<file path="src/rtl/clqm_pkg.sv">
// Shared types and constants for the circular linked queue manager.
package clqm_pkg;

    localparam int POOL_ENTRIES = 64;
    localparam int IDX_W        = 6;
    localparam int CNT_W        = 7;

    // Pool size in the width of the entry count.
    localparam logic [CNT_W-1:0] POOL_LIMIT = CNT_W'(POOL_ENTRIES);

    typedef logic [IDX_W-1:0] idx_t;
    typedef logic [CNT_W-1:0] cnt_t;

    typedef enum logic [1:0] {
        KIND_APPEND = 2'd0,
        KIND_REMOVE = 2'd1,
        KIND_SIZE   = 2'd2
    } kind_t;

    typedef enum logic [1:0] {
        ST_OK         = 2'd0,
        ST_LINKED     = 2'd1,
        ST_EMPTY      = 2'd2,
        ST_NOT_MEMBER = 2'd3
    } status_t;

    typedef enum logic [1:0] {
        S_IDLE,
        S_EVAL,
        S_APPEND_LINK
    } state_t;

endpackage

</file>
<file path="src/rtl/circular_linked_queue_manager_top.sv">
// Circular doubly linked queue over a pool of entries, with link memories and sequencer.
//
//  channel | signals                                              | dir
//  --------+------------------------------------------------------+-----
//  in      | in_valid, in_ready, kind, entry_index                | in
//  out     | out_valid, out_ready, status, removed_entry,         | out
//          | entry_count, head_entry, queue_empty                 |
//
// An item passes through accept, then evaluate, and an append to a non-empty queue
// adds a link step: the next and prev link memories each take one write per cycle,
// and that append rewrites two links in each. Link reads are issued at accept time.
// Reset empties the queue at once: the linked flags, count and head are cleared;
// link memories are left as they are. A held result stalls the evaluate and link
// steps; the next item is accepted while the result register still waits.
module circular_linked_queue_manager_top (
    input  logic       clk,
    input  logic       rst_n,
    input  logic       in_valid,
    output logic       in_ready,
    input  logic [1:0] kind,
    input  logic [5:0] entry_index,
    output logic       out_valid,
    input  logic       out_ready,
    output logic [1:0] status,
    output logic [5:0] removed_entry,
    output logic [6:0] entry_count,
    output logic [5:0] head_entry,
    output logic       queue_empty
);

    clqm_pkg::state_t state_reg, state_next;

    logic [1:0]       kind_reg, kind_next;
    clqm_pkg::idx_t   idx_reg, idx_next;
    clqm_pkg::idx_t   head_reg, head_next;
    logic             empty_reg, empty_next;
    clqm_pkg::cnt_t   count_reg, count_next;
    logic [clqm_pkg::POOL_ENTRIES-1:0] linked_reg, linked_next;

    logic             out_valid_reg, out_valid_next;
    logic [1:0]       status_reg, status_next;
    clqm_pkg::idx_t   removed_reg, removed_next;
    clqm_pkg::cnt_t   count_out_reg, count_out_next;
    clqm_pkg::idx_t   head_out_reg, head_out_next;
    logic             empty_out_reg, empty_out_next;

    // Link memories
    clqm_pkg::idx_t   next_mem [clqm_pkg::POOL_ENTRIES];
    clqm_pkg::idx_t   prev_mem [clqm_pkg::POOL_ENTRIES];
    clqm_pkg::idx_t   nrd_reg, prd_reg;
    clqm_pkg::idx_t   n_raddr, p_raddr;
    logic             n_we, p_we;
    clqm_pkg::idx_t   n_waddr, p_waddr, n_wdata, p_wdata;

    logic             accept;
    logic             out_free;
    logic             in_pool;
    clqm_pkg::cnt_t   cnt_dec;

    assign in_ready = (state_reg == clqm_pkg::S_IDLE);
    assign accept   = in_valid && in_ready;
    assign out_free = !out_valid_reg || out_ready;
    assign in_pool  = {1'b0, idx_reg} < clqm_pkg::POOL_LIMIT;
    assign cnt_dec  = (count_reg != '0) ? count_reg - 1'b1 : '0;

    always_ff @(posedge clk or negedge rst_n)
    begin
        if (!rst_n)
        begin
            state_reg     <= clqm_pkg::S_IDLE;
            head_reg      <= '0;
            empty_reg     <= 1'b1;
            count_reg     <= '0;
            linked_reg    <= '0;
            out_valid_reg <= 1'b0;
        end
        else
        begin
            state_reg     <= state_next;
            head_reg      <= head_next;
            empty_reg     <= empty_next;
            count_reg     <= count_next;
            linked_reg    <= linked_next;
            out_valid_reg <= out_valid_next;
        end
    end

    always_ff @(posedge clk)
    begin
        kind_reg      <= kind_next;
        idx_reg       <= idx_next;
        status_reg    <= status_next;
        removed_reg   <= removed_next;
        count_out_reg <= count_out_next;
        head_out_reg  <= head_out_next;
        empty_out_reg <= empty_out_next;
    end

    always_ff @(posedge clk)
    begin
        if (n_we)
        begin
            next_mem[n_waddr] <= n_wdata;
        end
        if (p_we)
        begin
            prev_mem[p_waddr] <= p_wdata;
        end
        nrd_reg <= next_mem[n_raddr];
        prd_reg <= prev_mem[p_raddr];
    end

    always_comb
    begin
        logic finish;
        logic busy;

        state_next     = state_reg;
        kind_next      = kind_reg;
        idx_next       = idx_reg;
        head_next      = head_reg;
        empty_next     = empty_reg;
        count_next     = count_reg;
        linked_next    = linked_reg;
        status_next    = status_reg;
        removed_next   = removed_reg;
        count_out_next = count_out_reg;
        head_out_next  = head_out_reg;
        empty_out_next = empty_out_reg;
        out_valid_next = out_valid_reg && !out_ready;

        // Append reads the tail link at the head; remove reads both links of the entry.
        // Once the item is held, keep reading its own links so a stall does not lose them.
        if (state_reg == clqm_pkg::S_IDLE)
        begin
            n_raddr = entry_index;
            p_raddr = (kind == clqm_pkg::KIND_APPEND) ? head_reg : entry_index;
        end
        else
        begin
            n_raddr = idx_reg;
            p_raddr = (kind_reg == clqm_pkg::KIND_APPEND) ? head_reg : idx_reg;
        end
        n_we    = 1'b0;
        p_we    = 1'b0;
        n_waddr = idx_reg;
        p_waddr = idx_reg;
        n_wdata = idx_reg;
        p_wdata = idx_reg;

        finish = 1'b0;
        busy   = 1'b0;
        status_next = status_reg;

        case (state_reg)
            clqm_pkg::S_IDLE:
            begin
                if (accept)
                begin
                    kind_next  = kind;
                    idx_next   = entry_index;
                    state_next = clqm_pkg::S_EVAL;
                end
            end

            clqm_pkg::S_EVAL:
            begin
                if (out_free)
                begin
                    finish       = 1'b1;
                    status_next  = clqm_pkg::ST_OK;
                    removed_next = '0;
                    case (kind_reg)
                        clqm_pkg::KIND_APPEND:
                        begin
                            if (!in_pool)
                            begin
                                status_next = clqm_pkg::ST_NOT_MEMBER;
                            end
                            else if (linked_reg[idx_reg])
                            begin
                                status_next = clqm_pkg::ST_LINKED;
                            end
                            else if (empty_reg)
                            begin
                                // Sole entry links to itself both ways
                                n_we                 = 1'b1;
                                p_we                 = 1'b1;
                                head_next            = idx_reg;
                                empty_next           = 1'b0;
                                linked_next[idx_reg] = 1'b1;
                                count_next           = clqm_pkg::CNT_W'(1);
                            end
                            else
                            begin
                                // Hook the entry behind the tail; head side follows
                                n_we    = 1'b1;
                                n_waddr = prd_reg;
                                n_wdata = idx_reg;
                                p_we    = 1'b1;
                                p_waddr = idx_reg;
                                p_wdata = prd_reg;
                                busy    = 1'b1;
                            end
                        end

                        clqm_pkg::KIND_REMOVE:
                        begin
                            if (empty_reg)
                            begin
                                status_next = clqm_pkg::ST_EMPTY;
                            end
                            else if (!in_pool || !linked_reg[idx_reg])
                            begin
                                status_next = clqm_pkg::ST_NOT_MEMBER;
                            end
                            else
                            begin
                                // Bridge the neighbors over the entry
                                p_we                 = 1'b1;
                                p_waddr              = nrd_reg;
                                p_wdata              = prd_reg;
                                n_we                 = 1'b1;
                                n_waddr              = prd_reg;
                                n_wdata              = nrd_reg;
                                linked_next[idx_reg] = 1'b0;
                                removed_next         = idx_reg;
                                if (nrd_reg == idx_reg || cnt_dec == '0)
                                begin
                                    empty_next = 1'b1;
                                    head_next  = '0;
                                    count_next = '0;
                                end
                                else
                                begin
                                    count_next = cnt_dec;
                                    if (head_reg == idx_reg)
                                    begin
                                        head_next = nrd_reg;
                                    end
                                end
                            end
                        end

                        default:
                        begin
                            status_next = clqm_pkg::ST_OK;
                        end
                    endcase

                    if (busy)
                    begin
                        finish     = 1'b0;
                        state_next = clqm_pkg::S_APPEND_LINK;
                    end
                end
            end

            clqm_pkg::S_APPEND_LINK:
            begin
                if (out_free)
                begin
                    // Close the ring back to the head
                    n_we                 = 1'b1;
                    n_waddr              = idx_reg;
                    n_wdata              = head_reg;
                    p_we                 = 1'b1;
                    p_waddr              = head_reg;
                    p_wdata              = idx_reg;
                    linked_next[idx_reg] = 1'b1;
                    count_next           = count_reg + 1'b1;
                    status_next          = clqm_pkg::ST_OK;
                    removed_next         = '0;
                    finish               = 1'b1;
                end
            end

            default:
            begin
                state_next = clqm_pkg::S_IDLE;
            end
        endcase

        if (finish)
        begin
            out_valid_next = 1'b1;
            count_out_next = count_next;
            head_out_next  = empty_next ? '0 : head_next;
            empty_out_next = empty_next;
            state_next     = clqm_pkg::S_IDLE;
        end
    end

    assign out_valid     = out_valid_reg;
    assign status        = status_reg;
    assign removed_entry = removed_reg;
    assign entry_count   = count_out_reg;
    assign head_entry    = head_out_reg;
    assign queue_empty   = empty_out_reg;

    a_count_limit: assert property (@(posedge clk) disable iff (!rst_n)
        count_reg <= clqm_pkg::POOL_LIMIT)
        else $error("entry count beyond pool");

    a_empty_count: assert property (@(posedge clk) disable iff (!rst_n)
        empty_reg == (count_reg == '0))
        else $error("empty flag disagrees with count");

    a_flags_count: assert property (@(posedge clk) disable iff (!rst_n)
        clqm_pkg::CNT_W'($countones(linked_reg)) == count_reg)
        else $error("linked flags disagree with count");

    a_empty_head: assert property (@(posedge clk) disable iff (!rst_n)
        empty_reg |-> head_reg == '0)
        else $error("head not cleared on empty queue");

    a_accept_busy: assert property (@(posedge clk) disable iff (!rst_n)
        accept |=> state_reg == clqm_pkg::S_EVAL)
        else $error("accepted item not evaluated");

endmodule

</file>
<file path="config.mk">
export PLATFORM = sky130hd
export DESIGN_NAME = circular_linked_queue_manager_top
export DESIGN_NICKNAME = d
export VERILOG_FILES = /design/src/rtl/clqm_pkg.sv /design/src/rtl/circular_linked_queue_manager_top.sv
export SDC_FILE = /design/constraint.sdc
export NUM_CORES = 1
export LEC_CHECK = 0
export BUFFER_PORTS_ARGS = -buffer_cell sky130_fd_sc_hd__buf_2
export CORE_MARGIN = 3
export CORE_UTILIZATION = 52
export DETAILED_ROUTE_END_ITERATION = 7
export GPL_ROUTABILITY_DRIVEN = 0
export MAX_ROUTING_LAYER = met4
export PLACE_DENSITY = 0.77
export SKIP_LAST_GASP = 1
export SYNTH_ARGS = -nofsm -noshare
export SYNTH_HDL_FRONTEND = slang
export SYNTH_SLANG_ARGS = --single-unit
</file>
<file path="constraint.sdc">
create_clock -name clk -period 9.8 [get_ports clk]
set_input_delay 0 -clock clk [delete_from_list [all_inputs] [get_ports clk]]
set_output_delay 0 -clock clk [all_outputs]
set_load 0.005 [all_outputs]
</file>
==> results of run 1 <==
==> metal layers <==
layer | up-vias | global-route usage [%] | wire (microns)
li1 | 9009 | - | -
met1 | 10800 | 32.3 | 33400
met2 | 1237 | 37.7 | 42300
met3 | 206 | 4.95 | 7680
met4 | 0 | 6.15 | 2540
met5 | - | - | 0
==> logic make-up (layout without fill, tap and decap cells) <==
kind of cell             count (synthesis)  count (layout)  share of synthesized area (%)
AO/OA/AOI/OAI                          426             426                           7.62
flip-flops                             891             891                           70.7
AND/OR/NAND/NOR                        474             474                           6.05
buffers and inverters                  175             260                           1.88
XOR/XNOR                                13              13                          0.307
other                                    0               3                              0
adder cells (fa/ha/maj)                  7               7                          0.236
multiplexers                           248             248                           13.2
==> area by class of cell <==
cell class	count	area (sq um)	share of cell area, %
tap	940	1180	2.86
inverter	19	71.3	0.173
timing repair buffer	90	618	1.50
multi-input combinational	1168	10400	25.2
antenna	3	7.51	0.0183
clock buffer	106	2300	5.59
clock inverter	45	347	0.843
sequential	891	26200	63.8
==> worst max-delay path by stage <==
| stage | to |
|---|---|
| floorplan | prev_mem[0][0]$_DFFE_PP_ |
| global placement | prev_mem[55][0]$_DFFE_PP_ |
| global route | prev_mem[55][3]$_DFFE_PP_ |
| detailed placement | prev_mem[55][5]$_DFFE_PP_ |
| CTS | prev_mem[55][3]$_DFFE_PP_ |
| finish | prev_mem[55][3]$_DFFE_PP_ |
==> metrics by stage <==
step,std cells,hold WS [ps]
after global routing,3262,128
after CTS,3259,95.5
after floorplan,2234,-296
final,3262,139
after detailed placement,3097,-113
after global placement,3097,-112
==> layout by cell type, fill, tap and decap left out, types with 7 or more instances in the layout <==
cell           instances
a211oi_1              69
and2_1                29
dfxtp_1               12
o211ai_1               9
mux2_2                14
o21ai_0               38
buf_2                 34
mux4_2               192
clkbuf_16             88
o2bb2a_1               7
nand2_1              118
nor2_1               173
dfrtp_1               80
nand3_1               19
nand4_1               10
and3_1                14
a31oi_1               78
clkbuf_1              15
xnor2_1                7
a21oi_1              110
nand2b_1              10
a221o_1               11
a311oi_1              12
edfxtp_1             798
nor2b_1               36
clkinv_2              14
inv_1                 14
buf_4                 45
clkinv_1              22
a22oi_1               18
mux2i_1               38
dlygate4sd3_1         11
or2_2                  7
o22ai_1                7
nor3_1                22
==> power groups by stage <==
stage	combinational, mW	sequential [mW]	clock (mW)
4_1_cts	4.01	4.98	3.18
3_5_place_dp	3.97	5.06	0
6_report	4.02	5.00	3.15
2_1_floorplan	2.75	4.99	0
3_3_place_gp	3.86	5.06	0
5_1_grt	4.31	5.01	3.33
==> results.yml, run 1 <==
outcome:
  status: "completed"
synth:
  synth_top_area_share_pct: 64.6
  synth_async_sr_flop_share_pct: 9.09
  syn_inst: 2234
  synth.net_count: 2253
  synth.most_common_cell: "edfxtp_1"
  netlist_top_cells_count: "edfxtp_1 (798), mux4_2 (192), nor2_1 (174), nand2_1 (118), clkbuf_1 (116)"
  yosysWarnings: 0
  synth-main-ff-cell: "edfxtp_1"
  seq_area_frac_synth_pct: 70.7
  syn-cell-area_sq_um: 37100
  synth-seq-cells: 891
  synth_area_per_cell_sq_um: 16.6
  ys_top_cells_by_area: "edfxtp_1 (65%), mux4_2 (12%), dfrtp_1 (5.4%)"
  synth_cell_types: 74
  synth_area_leader_cell: "edfxtp_1"
  synth_edf_count: 798
job:
  drv_cap: 0
worst_setup_path:
  critPathTopFamily: "simple AND/OR/NAND/NOR gates"
  max_stage_delay_ps: 1040
  r2r-end: "prev_mem[55][3]$_DFFE_PP_"
  required_ps: 10060
  slowest_stage: "nand4_1"
  crit_cells: 13
  reg2regPathDepth: 13
  path_buf_inv: 4
  path_max_fanout: 68
  crit_path_end_kind: "flip-flop"
  worst_setup_path_start_kind: "flip-flop"
  critPathArrivalTime_ps: 7020
  crit_type: "flip-flop to flip-flop"
  crit_start: "idx_reg[2]$_DFFE_PP_"
  crit_chain: "buf_4 -> clkinv_1 -> a221oi_1 -> nor3_1 -> a2111oi_1 -> nand4_1 -> o21ai_0 -> a21oi_1 -> buf_4 -> o21a_1 -> inv_2 -> nand4_1 -> nor2_1"
  r2r_setup_slack_ps: 3040
  regToRegStartpoint: "idx_reg[2]$_DFFE_PP_"
place:
  post-place-ws_ps: 3190
  portBuffers: 35
  place_area_sq_um: 38400
  dp_hpwl_mm: 52.1
cts:
  h-tree-depth: 3
  holdBufCountCts: 11
  cts.sinks: 891
  clk_latency_ps: 630
  cts_root_buffer: "clkbuf_16"
  post_cts_buffers: 0
  path_clk_slew_ps: 60
  clock_path_buffers: 3
  cts_tree: "yes"
  tritoncts.num_buffers: 83
  ctsResizeCount: 0
global_routing:
  grt_pass1_wl_mm: 133
  grt_usage_pct: 23.9
  grt_pass1_vias: 21200
  grt_max_degree: 78
  grt.overflow.total: 0
  antenna_found_initial: 3
detailed_routing:
  drt_iter0_drc: 3023
  routed_wl_mm: 85.9
  ant_nets: 0
  wl_per_cell_microns: 26.3
  vias: 21200
  first_pass_iters: 6
  drc: 0
  viasPerCell: 6.51
floorplan:
  num_io_pins: 36
  start_util_pct: 52.7
  die_h_microns: 273
  fp-row-count: 97
  dieArea_sq_um: 74600
  core_sq_um: 70400
  dieWidth_microns: 273
power_and_ir_drop:
  seq_power_share_pct: 41.1
  powerDensity_nw_per_um2: 296
  clkPwrFrac_pct: 25.9
  ir_drop_v: 0.000217
  p_leak_nw: 13.3
  p_int_mw: 8.06
  p_sw_share_pct: 33.7
  power.total_mw: 12.2
  netSwitchingPower_mw: 4.10
  combPwrFrac_pct: 33.0
sta:
  finalSetupViolCount: 0
  period_share_pct: 68.9
  period_needed_ps: 6760
  rsz0062_at_grt: "no"
  skew_ps: 18.2
  worst_pin_slew_ps: 1280
  fmax_mhz: 148
  slew_viol_final: 0
  finalHoldViolations: 0
  slew_headroom_pct: 14.1
  setup_slack_ps: 3040
  setup_tns_ps: 0
finish:
  final_util_pct: 58.4
  area_delta_synth_final_pct: 10.8
  reg_top3: "next_mem (384), prev_mem (384)"
  layout-drive-gt1-share_pct: 19.1
  fill_cells: 5062
  stdcell_area_sq_um: 41100
  fin_nets: 2272
min_path:
  min_path_cells: 2
  min_to: "kind_reg[1]$_DFFE_PP_"
  hold_class: "primary input to flip-flop"
  min_from: "kind[1]"
Power figures use the tool's default switching activity.
==> run 2, diff against run 1 <==
--- a/config.mk
+++ b/config.mk
@@ -5,6 +5,7 @@
 export SDC_FILE = /design/constraint.sdc
 export NUM_CORES = 1
 export LEC_CHECK = 0
+export ABC_AREA = 1
 export BUFFER_PORTS_ARGS = -buffer_cell sky130_fd_sc_hd__buf_2
 export CORE_MARGIN = 3
 export CORE_UTILIZATION = 52
==> constraint.sdc (replaced) <==
create_clock -name clk -period 7.1 [get_ports clk]
set_input_delay 0 -clock clk [delete_from_list [all_inputs] [get_ports clk]]
set_output_delay 0 -clock clk [all_outputs]
set_load 0.005 [all_outputs]
==> results.yml, run 2 <==
min_path:
  hold_class: "primary input to flip-flop"
finish:
  final_util_pct: 58.5
  num_antenna_cells: 0
  final_cell_mix: "edfxtp_1 (798), nor2_1 (475), o21ai_0 (416)"
  fin_nets: 3422
  reg_top3: "next_mem (384), prev_mem (384)"
  area_delta_synth_final_pct: 10.4
  final_common_cell: "edfxtp_1"
  stdcell_area_sq_um: 43100
  layout-drive-gt1-share_pct: 11.8
global_routing:
  grt_pass1_vias: 26700
  grt_max_degree: 133
  grt_pass1_wl_mm: 151
  grt.overflow.total: 0
  grt_usage_pct: 25.3
  antenna_found_initial: 0
worst_setup_path:
  max_stage_delay_ps: 840
  worst_setup_path_start_kind: "flip-flop"
  crit_chain: "inv_1 -> nor2_1 -> o211ai_1 -> nand2_1 -> o21ai_1 -> nand2_1 -> nor2_2 -> nand2_4 -> nand4_1 -> nand2_1 -> nand3_1 -> nand2_1 -> nand2_2 -> inv_2 -> buf_4 -> nand4_2 -> nor2_1"
  crit_type: "flip-flop to flip-flop"
  critPathArrivalTime_ps: 5630
  critPathTopFamily: "simple AND/OR/NAND/NOR gates"
  path_max_fanout: 66
  required_ps: 7380
  crit_top_cell: "nand2_1"
  crit_path_end_kind: "flip-flop"
  slowest_stage: "edfxtp_1"
  path_buf_inv: 3
detailed_routing:
  route.met3.wl_mm: 8.82
  ant_nets: 0
  topRoutingLayerUsed: "met4"
  routed_wl_mm: 97.3
  drc: 0
  wirelength_met1_mm: 39.0
  drt_iter0_drc: 3719
  viasPerCell: 6.25
  route.met2.wl_mm: 45.6
  vias: 27700
  wl_per_cell_microns: 22.0
  first_pass_iters: 8
sta:
  setup_tns_ps: 0
  finalHoldViolations: 0
  period_needed_ps: 5350
  slew_headroom_pct: 21.6
  period_share_pct: 75.3
  rsz0062_at_grt: "no"
  skew_ps: 46.4
  setup_slack_ps: 1750
  fmax_mhz: 187
  finalSetupViolCount: 0
  worst_pin_slew_ps: 1180
  slew_viol_final: 0
synth:
  synth_async_sr_flop_share_pct: 9.09
  netlist_top_cells_count: "edfxtp_1 (798), nor2_1 (475), o21ai_0 (417), nand2_1 (372), o211ai_1 (280)"
  synth.most_common_cell: "edfxtp_1"
  synth_edf_count: 798
  synth_area_per_cell_sq_um: 11.3
  synth_top_area_share_pct: 61.4
  synth-seq-cells: 891
  synth-main-ff-cell: "edfxtp_1"
  yosysWarnings: 0
  syn-cell-area_sq_um: 39000
  syn_inst: 3438
  synth_cell_types: 47
  ys_top_cells_by_area: "edfxtp_1 (61%), o211ai_1 (5.4%), o21ai_0 (5.4%)"
  synth_area_leader_cell: "edfxtp_1"
  synth.net_count: 3457
  seq_area_frac_synth_pct: 67.2
cts:
  clock_path_buffers: 3
  cts_root_buffer: "clkbuf_16"
  h-tree-depth: 3
  cts_tree: "yes"
  clk_latency_ps: 660
  tritoncts.num_buffers: 88
  ctsResizeCount: 0
  cts.sinks: 891
  path_clk_slew_ps: 60
floorplan:
  start_util_pct: 53.0
  dieArea_sq_um: 78300
  dieWidth_microns: 280
  num_io_pins: 36
  core_sq_um: 73600
  die_h_microns: 280
  fp-row-count: 99
power_and_ir_drop:
  p_leak_nw: 14.4
  ir_drop_v: 0.000320
  power.total_mw: 19.3
  powerDensity_nw_per_um2: 449
place:
  dp_hpwl_mm: 57.1
  place_area_sq_um: 40000
  post-place-ws_ps: 1850
  portBuffers: 35
job:
  drv_cap: 0
outcome:
  status: "completed"
==> run 2: report_power, final <==
group          switching [mW]  total, mW  leakage [nW]  internal (mW)
Clock                    2.00       4.72          1.43           2.72
Sequential              0.191       7.13          8.37           6.94
Combinational            5.65       7.49          4.60           1.84
==> run 2: cells by family after synthesis <==
logic type | share of synthesized area [%]
AOI/OAI and AO/OA | 15.0
adders and majority gates | 0.225
and+or+nand+nor | 13.8
DFF | 67.2
xor gates and xnor gates | 0.0449
buffers and inverters | 3.78
==> run 2: metrics by stage <==
step,hold slack [ps],std cells
after CTS,22.6,4434
after floorplan,-296,3438
after global routing,112,4434
after detailed placement,-21.1,4260
final,93.4,4434
after global placement,-30.6,4260
==> run 2: final cells by class <==
class                           count  area, sq um
Clock buffer                      105         2320
Tap cell                          959         1200
Multi-Input combinational cell   2165        11400
Clock inverter                     57          637
Sequential cell                   891        26200
Timing Repair Buffer               85          606
Fill cell                        5776        30500
Inverter                          172          652
==> run 2: layer usage <==
metal	track usage (%)	up-vias
li1	-	12500
met1	33.5	13400
met2	39.2	1509
met3	4.50	290
met4	10.4	0
met5	-	-
==> run 2: worst min-delay path, delay by kind of cell <==
kind                   cells  cell delay, ps
buffers and inverters      2             420
and+or+nand+nor            2             260
==> run 2: worst paths after layout <==
kind	start	end	slack (ps)	cells past startpoint
setup / recovery	idx_reg[1]$_DFFE_PP_	prev_mem[59][4]$_DFFE_PP_	1750	17
hold / removal	out_ready	out_valid$_DFF_PN0_	90	4
setup reg to reg	idx_reg[1]$_DFFE_PP_	prev_mem[59][4]$_DFFE_PP_	1750	17
hold reg to reg	flip-flop	flip-flop	550	2
max in group asynchronous	rst_n	out_valid$_DFF_PN0_	6000	4
min in group asynchronous	rst_n	async pin	410	4
==> run 2: repair_timing <==
action                                 CTS  global route
setup endpoints to repair                0             0
buffers inserted                         0             0
endpoints found under the hold margin   98             0
hold buffers                            12             0
